### config.mk
export PLATFORM = sky130hd
export DESIGN_NAME = sem_back
export DESIGN_NICKNAME = d
export VERILOG_FILES = /design/src/rtl/sem_pkg.sv /design/src/rtl/sem_fifo.sv /design/src/rtl/sem_back.sv
export SDC_FILE = /design/constraint.sdc
export NUM_CORES = 2
export LEC_CHECK = 0
export BUFFER_PORTS_ARGS = -buffer_cell sky130_fd_sc_hd__buf_2
export CORE_AREA = 2 2 312 314
export DETAILED_ROUTE_END_ITERATION = 8
export DIE_AREA = 0 0 314 316
export GPL_TIMING_DRIVEN = 0
export PLACE_DENSITY = 0.57
export SLEW_MARGIN = 20
export SYNTH_ARGS = -nofsm -noshare
export SYNTH_HDL_FRONTEND = slang
export SYNTH_HIERARCHICAL = 1
export SYNTH_SLANG_ARGS = --single-unit
### constraint.sdc
create_clock -name clk -period 36.4 [get_ports clk]
set_input_delay 3.64 -clock clk [delete_from_list [all_inputs] [get_ports clk]]
set_output_delay 3.64 -clock clk [all_outputs]
set_load 0.02 [all_outputs]
### src/rtl/sem_pkg.sv
package sem_pkg;

  localparam int MaxWidthDef  = 2048;
  localparam int MaxHeightDef = 4096;
  localparam int SumW         = 10;
  localparam int GradW        = 13;
  localparam int SqW          = 25;
  localparam int RootW        = 13;

  localparam logic [0:0] RegFrameWidth  = 1'b0;
  localparam logic [0:0] RegFrameHeight = 1'b1;

  // Front-to-back record: the 3x3 window plus the frame-last flag.
  typedef struct packed {
    logic [8:0][SumW-1:0] win;
    logic                 last;
  } sem_win_t;

  // Square root state encoding; the pipelined sem_back does not use it.
  typedef enum logic [1:0] {
    ST_IDLE,
    ST_ROOT,
    ST_DONE
  } sem_state_t;

endpackage

### src/rtl/sem_fifo.sv
module sem_fifo (
  input  logic              clk,
  input  logic              rst,
  input  logic              in_valid,
  output logic              in_ready,
  input  logic [7:0]        in_mag,
  input  logic              in_last,
  output logic              out_valid,
  input  logic              out_ready,
  output logic [7:0]        out_mag,
  output logic              out_last
);

  // Two-entry queue before the sink; while full it takes no new entry, even as it pops.
  logic [1:0][8:0] mem;
  logic            rd_ptr;
  logic            wr_ptr;
  logic [1:0]      count;
  logic            push;
  logic            pop;

  assign in_ready  = count != 2'd2;
  assign out_valid = count != 2'd0;
  assign push      = in_valid && in_ready;
  assign pop       = out_valid && out_ready;
  assign out_mag   = mem[rd_ptr][7:0];
  assign out_last  = mem[rd_ptr][8];

  always_ff @(posedge clk) begin
    if (rst) begin
      rd_ptr <= 1'b0;
      wr_ptr <= 1'b0;
      count  <= 2'd0;
    end else begin
      if (push) begin
        wr_ptr <= !wr_ptr;
      end
      if (pop) begin
        rd_ptr <= !rd_ptr;
      end
      count <= count + {1'b0, push} - {1'b0, pop};
    end
  end

  always_ff @(posedge clk) begin
    if (push) begin
      mem[wr_ptr] <= {in_last, in_mag};
    end
  end

endmodule

### src/rtl/sem_back.sv
module sem_back (
  input  logic              clk,
  input  logic              rst,
  input  logic              win_valid,
  output logic              win_ready,
  input  sem_pkg::sem_win_t win_data,
  output logic              res_valid,
  input  logic              res_ready,
  output logic [7:0]        res_mag,
  output logic              res_last
);

  localparam int GW = sem_pkg::GradW;
  localparam int QW = sem_pkg::SqW;
  localparam int RT = sem_pkg::RootW;
  localparam int NSTEP = 13;

  // Pipeline: gradients, squares, root digits (one per stage), divide by 3.
  // All stages advance together; a stall freezes the whole chain.
  logic adv;
  logic [2:0] v;
  logic signed [GW-1:0] gx;
  logic signed [GW-1:0] gy;
  logic [11:0] ax;
  logic [11:0] ay;
  logic [QW-1:0] sq;
  logic last1;
  logic last2;
  logic [NSTEP:0] rv;
  logic [NSTEP:0][QW-1:0] rem;
  logic [NSTEP:0][RT-1:0] root;
  logic [NSTEP:0] rl;
  logic dv;
  logic [7:0] dmag;
  logic dlast;
  logic [RT+13:0] prod;
  logic [RT-1:0] q3;
  logic fifo_ready;

  logic [8:0][sem_pkg::SumW-1:0] q;
  assign q = win_data.win;

  always_comb begin
    gx = (GW'(q[2]) + (GW'(q[5]) <<< 1) + GW'(q[8]))
       - (GW'(q[0]) + (GW'(q[3]) <<< 1) + GW'(q[6]));
    gy = (GW'(q[6]) + (GW'(q[7]) <<< 1) + GW'(q[8]))
       - (GW'(q[0]) + (GW'(q[1]) <<< 1) + GW'(q[2]));
  end

  assign adv       = fifo_ready || !dv;
  assign win_ready = adv;

  always_ff @(posedge clk) begin
    if (rst) begin
      v  <= '0;
      rv <= '0;
      dv <= 1'b0;
    end else if (adv) begin
      v[0] <= win_valid;
      v[1] <= v[0];
      rv[0] <= v[1];
      for (int i = 1; i <= NSTEP; i++) begin
        rv[i] <= rv[i-1];
      end
      dv <= rv[NSTEP];
    end
  end

  always_ff @(posedge clk) begin
    if (adv) begin
      ax    <= 12'(gx < 0 ? -gx : gx);
      ay    <= 12'(gy < 0 ? -gy : gy);
      last1 <= win_data.last;
      sq    <= QW'(ax * ax) + QW'(ay * ay);
      last2 <= last1;
      rem[0]  <= sq;
      root[0] <= '0;
      rl[0]   <= last2;
    end
  end

  // One result bit per stage, restoring method, bit 12 down to bit 0.
  for (genvar i = 0; i < NSTEP; i++) begin : g_root
    localparam int B = NSTEP - 1 - i;
    logic [QW+1:0] t;
    assign t = ({2'b0, QW'(root[i])} << (B + 1)) + ((QW+2)'(1) << (2 * B));
    always_ff @(posedge clk) begin
      if (adv) begin
        rl[i+1] <= rl[i];
        if ({2'b0, rem[i]} >= t) begin
          rem[i+1]  <= rem[i] - QW'(t);
          root[i+1] <= root[i] | RT'(1 << B);
        end else begin
          rem[i+1]  <= rem[i];
          root[i+1] <= root[i];
        end
      end
    end
  end

  // floor(x/3) for x < 8192 as (x * 2731) >> 13.
  assign prod = (RT+14)'(root[NSTEP]) * (RT+14)'(2731);
  assign q3   = RT'(prod >> 13);

  always_ff @(posedge clk) begin
    if (adv) begin
      dmag  <= (q3 > RT'(255)) ? 8'd255 : q3[7:0];
      dlast <= rl[NSTEP];
    end
  end

  sem_fifo u_fifo (
    .clk      (clk),
    .rst      (rst),
    .in_valid (dv),
    .in_ready (fifo_ready),
    .in_mag   (dmag),
    .in_last  (dlast),
    .out_valid(res_valid),
    .out_ready(res_ready),
    .out_mag  (res_mag),
    .out_last (res_last)
  );

endmodule

; Word level (Yosys, flattened, before mapping)
; Index checks and enable logic that the tools add are counted.
[totals]
register_bits = 607
inputBits = 95
elab_cells = 157
[op_classes]
add_sub_neg = 39
multipliers = 3
order_cmp = 19
n_eq_ne = 1
muxes = 19
reduce_logical = 8
[ops]
columns = cell, n
row1 = two-way mux 25 bit, 12
row2 = adder 12 x 10 -> 13 bit, 4
row3 = subtractor 25 bit, 2
row4 = adder 10 x 11 -> 12 bit, 4
row5 = multiplier 12 x 12 -> 24 bit, 2
row6 = two-way mux 9 bit, 3
row7 = adder 25 x 23 -> 26 bit (second input constant), 1
row8 = >= comparator 25 x 26 -> 1 bit, 1
row9 = < comparator 13 x 1 -> 1 bit (second input constant), 2
row10 = subtractor 13 bit, 2
row11 = adder 24 x 21 -> 25 bit (second input constant), 1
row12 = adder 24 x 24 -> 25 bit, 1
row13 = >= comparator 25 x 15 -> 1 bit, 1
row14 = >= comparator 25 x 16 -> 1 bit, 1
row15 = >= comparator 25 x 17 -> 1 bit, 1
row16 = >= comparator 25 x 18 -> 1 bit, 1
row17 = >= comparator 25 x 19 -> 1 bit, 1
row18 = >= comparator 25 x 20 -> 1 bit, 1
row19 = >= comparator 25 x 21 -> 1 bit, 1
row20 = >= comparator 25 x 22 -> 1 bit, 1
row21 = >= comparator 25 x 23 -> 1 bit, 1
row22 = >= comparator 25 x 24 -> 1 bit, 1
row23 = >= comparator 25 bit, 1
row24 = >= comparator 25 bit (second input constant), 1
row25 = other kinds (35), 42

; Depth between registers and ports, before layout
[depth]
ltp_word = 5
mapped_depth = 27

; Cells and area by module
; The synthesis kept the hierarchy.
[modules_own_cells]
columns = module, instances, cells_each, area_per_inst_um2, seq_area_each_um2
row1 = sem_back, 1, 2992, 35202.5, 15054.4
row2 = sem_fifo, 1, 51, 874.6, 620.6

; Least setup slack after synthesis
; OpenSTA, ideal clock, no wires.
[synth_path]
path_type = reg-to-output
startpoint = reg u_fifo.count[0]
endpoint = out win_ready
t_arrival_ns = 14.335
required_time_ns = 32.760
setup_slack_ns = 18.425
path_stages_with_launch = 6
path_buffers = 2
cell_sequence = dfxtp_1 > nand2b_4 > nor2b_1 > clkbuf_1 > clkinv_1 > buf_1
[synth_between]
elab_chain_cells = 2
[synth_lines]
columns = item, line_no
row1 = start: declaration, sem_fifo.sv:18  ; logic [1:0] count;
row2 = start signal: assignment, sem_fifo.sv:41  ; count <= count + {1'b0, push} - {1'b0, pop};
row3 = inequality test 2 bit, sem_fifo.sv:22  ; assign in_ready = count != 2'd2;
row4 = net fifo_ready, sem_back.sv:38  ; logic fifo_ready;
row5 = logical OR 1 bit, sem_back.sv:50  ; assign adv = fifo_ready || !dv;
row6 = end: declaration, sem_back.sv:5  ; output logic win_ready,
; The timed path passes the listed nets, and every way through them passes these cells.

; Worst setup path after layout
[layout_path]
startpoint = in win_data[63] (netlist name)
endpoint = reg ax[7], data pin
[layout_between]
elab_chain_cells = 4
word_cells_on_any_way = 5
cone_classes = add/sub: 3 / order compare: 1 / mux: 1
[layout_lines]
columns = item, line_no
row1 = start: declaration, sem_back.sv:6  ; input sem_pkg::sem_win_t win_data,
row2 = adder 12 x 10 -> 13 bit (*), sem_back.sv:45  ; - (GW'(q[0]) + (GW'(q[3]) <<< 1) + GW'(q[6]));
row3 = subtractor 13 bit (*), sem_back.sv:45
row4 = negator 12 bit / < comparator 13 x 1 -> 1 bit (equally long branches), sem_back.sv:71  ; ax <= 12'(gx < 0 ? -gx : gx);
row5 = two-way mux 12 bit (*), sem_back.sv:71
row6 = end signal: assignment, sem_back.sv:71
row7 = end: declaration, sem_back.sv:24  ; logic [11:0] ax;
; Every way passes the cells marked *; elsewhere a longest branch is shown, timed or not.
; A chain may end at the register's enable or synchronous reset.

==> impl_results.md <==
* Relative slew slack at 50.1%
* Pre-CTS WS at 28.10 ns
* Maximum number of buffers from clock root to sink at 3
* Share of post-route cells with drive strength above 1 at between 7 and 8%
* Async set or reset register ratio after synthesis at 0%
* Total detailed-routing wirelength at about 66000 um
* Final period util at about a fifth
* Via/cell ratio at about 4.6
* Number of instances in the synthesized netlist at 3043
* Proportion of netlist area held by the largest area contributor at a little over two fifths
* Fraction of the mapped netlist area in compound gates at under 10%
* Slack of the worst reg-to-reg path at 29.15 ns
* Unrepaired setup endpoints after global routing: false
* Core ar. at about 96000 um^2
* Class of the tightest hold or removal check: reg2reg
* Number of enable flip-flop cells after synthesis at 508
* Critical path launch point: win_data[63]
* Fraction of synthesized cell area in xor and xnor cells at 4.18%
* Top-level port count at 106
* Most area-consuming cells after synthesis: sky130_fd_sc_hd__edfxtp_1 42%, sky130_fd_sc_hd__fa_1 18%, sky130_fd_sc_hd__ha_1 11%, sky130_fd_sc_hd__inv_1 6.3%, sky130_fd_sc_hd__xnor2_1 2.6%
* Accumulated negative setup slack at 0 ns
* Half-perimeter wire length after detailed placement at about 54000 um
* Clock slew seen by the registers of the worst setup and hold paths at about 0.060 ns
* TritonCTS Buffers at 59
* Final setup skew at approximately 0.074 ns
* Max H-tree Level at 2
* Global-route wire length before repair at approximately 110000 um
* Number of antenna violations at the first check in global routing at 1
* Maximum number of pins on one net before global-route repair at 36
* Slew at the pin with the worst max-slew slack at about 0.75 ns
* Main combinational cell family by area after synthesis: adder cells
* Post-cts hold buffer count at 0
* Total of warnings raised by yosys at 6
* PortBufs at 95
* Residual overflow from global routing at 0
* R2r endpoint: sq[24]$_DFFE_PP_
* Worst r2r path cells at 23
* Average instance area after synthesis at roughly 12 um^2
* Synth-to-layout area growth at 12.0%
* Delay contributed by the slowest stage of the critical path at 0.55 ns
* Cell Chain, Critical Path: buf_2 > inv_1 > fa_1 > fa_1 > fa_1 > ha_1 > a21o_1 > a21oi_1 > o21ai_0 > a21oi_1 > o311a_1 > a21oi_1 > nor2_1 > clkbuf_1 > o21ai_0 > xnor2_1
* Quantity of gates resized following cts at 0
* Worst-Skew Late Latency at around 0.66 ns
* 1st-iter DRT viols at approximately 830
* Area of combinational cells with multiple inputs at 17900 um^2
* Post-Synth Adder-Cell Area at between 20 and 30%
* Critical path endpoint category: register
* Required time of the critical path at ~37 ns
* Fmax at 131 MHz
* Root Buffer Master: sky130_fd_sc_hd__clkbuf_16
* Number of distinct standard cells referenced by the synthesized netlist at 73
* Final critical-path setup slack at about 29 ns
* Start point of the worst min-delay path: sq[5]$_DFFE_PP_
* CP max stage cell: sky130_fd_sc_hd__fa_1
* Count of fill cells added during filler insertion at 9095
* Number of global-route vias before repair at roughly 22000
* Clock tree sinks at 529
* Non-Filler Instances at 4538
* Nets@finish at about 4000
* Post-Synth Simple-Gate Area at roughly 9.0%
* Final weighted congestion of routability-driven global placement at about 0.8
* Reg-to-Reg Start: ax[2]$_DFFE_PP_
* CP arrival at ~8 ns
* Cell taking the most area after synthesis: sky130_fd_sc_hd__edfxtp_1
* Gr usage total at around 14%
* MaxCap Viol Count at 0
* Result of the run: finished clean
* Worst Setup Path Type: in2reg
* Post-layout min period at around 7.7 ns
* Post-DRT Antenna Nets at 0
* Number of buffers inserted to repair setup after CTS at 0
* Max Fanout on Critical Path at 10
* Mapped Nets at about 3800
* Die ar. at roughly 99000 um^2
* DRC violation count after routing at 0
* Mux cell area share after synthesis at 0.926%
* Chip Height at roughly 320 um
* Sequential standard cell area at between 15000 and 20000 um^2
* Iteration count of the initial detailed-routing pass at 5
* Category of the worst setup path launch point: input pin
* Effective utilization at floorplan at 37.6%
* Mean routed wirelength per cell at 14.5 um
* Capturing instance or port of the critical path: ax[7]$_DFFE_PP_
* Post-Place Cells at 4431
* Seq/Total Area, Yosys at 43.4%
* Final-report hold violation count at 0
* Vias at 20997
* Total count of max-transition violations in the final report at 0
* CTS tree: yes
* Worst slack on hold paths at between 0.3 and 0.4 ns
* Number of setup violations in the final report at 0
* Site Rows at 114
* Mapped Area at ~36000 um^2
* Horizontal die dimension at between 300 and 400 um
* Most used flip-flop cell after synthesis: sky130_fd_sc_hd__edfxtp_1
* Synthesis-stage register bit count at 529
-- layer usage --
metal / global-route usage, % / vias to the layer above / wire (um)
met5: 0 / - / 16
met4: 4.78 / 2 / 2220
met3: 1.78 / 104 / 1720
met2: 26.0 / 232 / 34500
met1: 16.6 / 10150 / 27600
li1: - / 10509 / -
-- layout make-up --
cell class | instances | area share, %
clock buffers | 69 | 3.75
well taps | 1276 | 3.95
plain buffers | 47 | 0.455
clock inverters | 37 | 0.871
diodes | 1 | 0.00620
flip-flops and latches | 529 | 38.8
inverters | 609 | 5.66
repair buffers | 112 | 2.09
multi-input cells | 1858 | 44.4
-- cells in the mapped netlist, drive strengths merged, types with 42 or more instances --
| library cell | instances |
|---|---|
| a21oi | 94 |
| and2 | 73 |
| clkbuf | 42 |
| edfxtp | 508 |
| fa | 325 |
| ha | 320 |
| inv | 608 |
| nand2 | 213 |
| nor2 | 101 |
| nor3 | 50 |
| o21ai | 100 |
| xnor2 | 106 |
| xor2 | 66 |
-- sequential cells by signal, summed over array words and instances (netlist names) --
register / flops
rem: 325
root: 91
sq: 25
u_fifo/mem: 18
rl: 14
rv: 14
ax: 12
ay: 12
dmag: 8
u_fifo/count: 2
v: 2
dlast: 1
dv: 1
last1: 1
last2: 1
u_fifo/rd_ptr: 1
u_fifo/wr_ptr: 1
-- through the flow --
stage / area (um^2) / util [%]
final: 40400 / 42.1
after global routing: 40400 / 42.1
after CTS: 40400 / 42.1
after detailed placement: 38500 / 40.1
after global placement: 38100 / 39.7
after floorplan: 36100 / -
-- cell usage in the layout (no fill, tap or decap), types with 24 or more instances in the layout --
cell,synthesis,final
sky130_fd_sc_hd__clkbuf_1,42,52
sky130_fd_sc_hd__inv_1,608,608
sky130_fd_sc_hd__nand3_1,24,24
sky130_fd_sc_hd__nor3_1,50,50
sky130_fd_sc_hd__nor4_1,38,38
sky130_fd_sc_hd__ha_1,320,320
sky130_fd_sc_hd__a21oi_1,94,94
sky130_fd_sc_hd__nand2_1,212,212
sky130_fd_sc_hd__nor2_1,101,101
sky130_fd_sc_hd__clkbuf_16,0,59
sky130_fd_sc_hd__o21a_1,36,36
sky130_fd_sc_hd__xor2_1,66,66
sky130_fd_sc_hd__edfxtp_1,508,508
sky130_fd_sc_hd__o21ai_0,100,100
sky130_fd_sc_hd__buf_2,2,98
sky130_fd_sc_hd__and2_1,72,72
sky130_fd_sc_hd__a21o_1,40,40
sky130_fd_sc_hd__fa_1,325,325
sky130_fd_sc_hd__nand2b_1,39,39
sky130_fd_sc_hd__xnor2_1,106,106
-- worst min-delay path by stage --
| stage | end | slack [ns] | cells past startpoint |
|---|---|---|---|
| final | rem[5]$_DFFE_PP_ | 0.35 | 0 |
| after global placement | rl[10]$_DFFE_PP_ | 0.40 | 0 |
| after floorplan | dlast$_DFFE_PP_ | 0.40 | 0 |
| after global routing | rem[29]$_DFFE_PP_ | 0.33 | 0 |
| after detailed placement | dlast$_DFFE_PP_ | 0.40 | 0 |
| after CTS | rem[5]$_DFFE_PP_ | 0.33 | 0 |
-- critical path, delay by kind of cell --
family / cells / cell delay (ns)
adders and majority gates: 4 / 1.87
AOI/OAI and AO/OA: 7 / 1.36
buffers and inverters: 3 / 0.58
and+or+nand+nor: 1 / 0.38
xor gates and xnor gates: 1 / 0.16
-- logic make-up after synthesis --
logic type | after synthesis
AND/OR/NAND/NOR | 643
AO/OA/AOI/OAI | 367
flip-flops | 529
adder cells (fa/ha/maj) | 645
XOR/XNOR | 172
multiplexers | 30
buffers and inverters | 656
other | 1
Power is not shown: default switching activity piles up to over one toggle a cycle in this logic, so the estimate is an artifact.
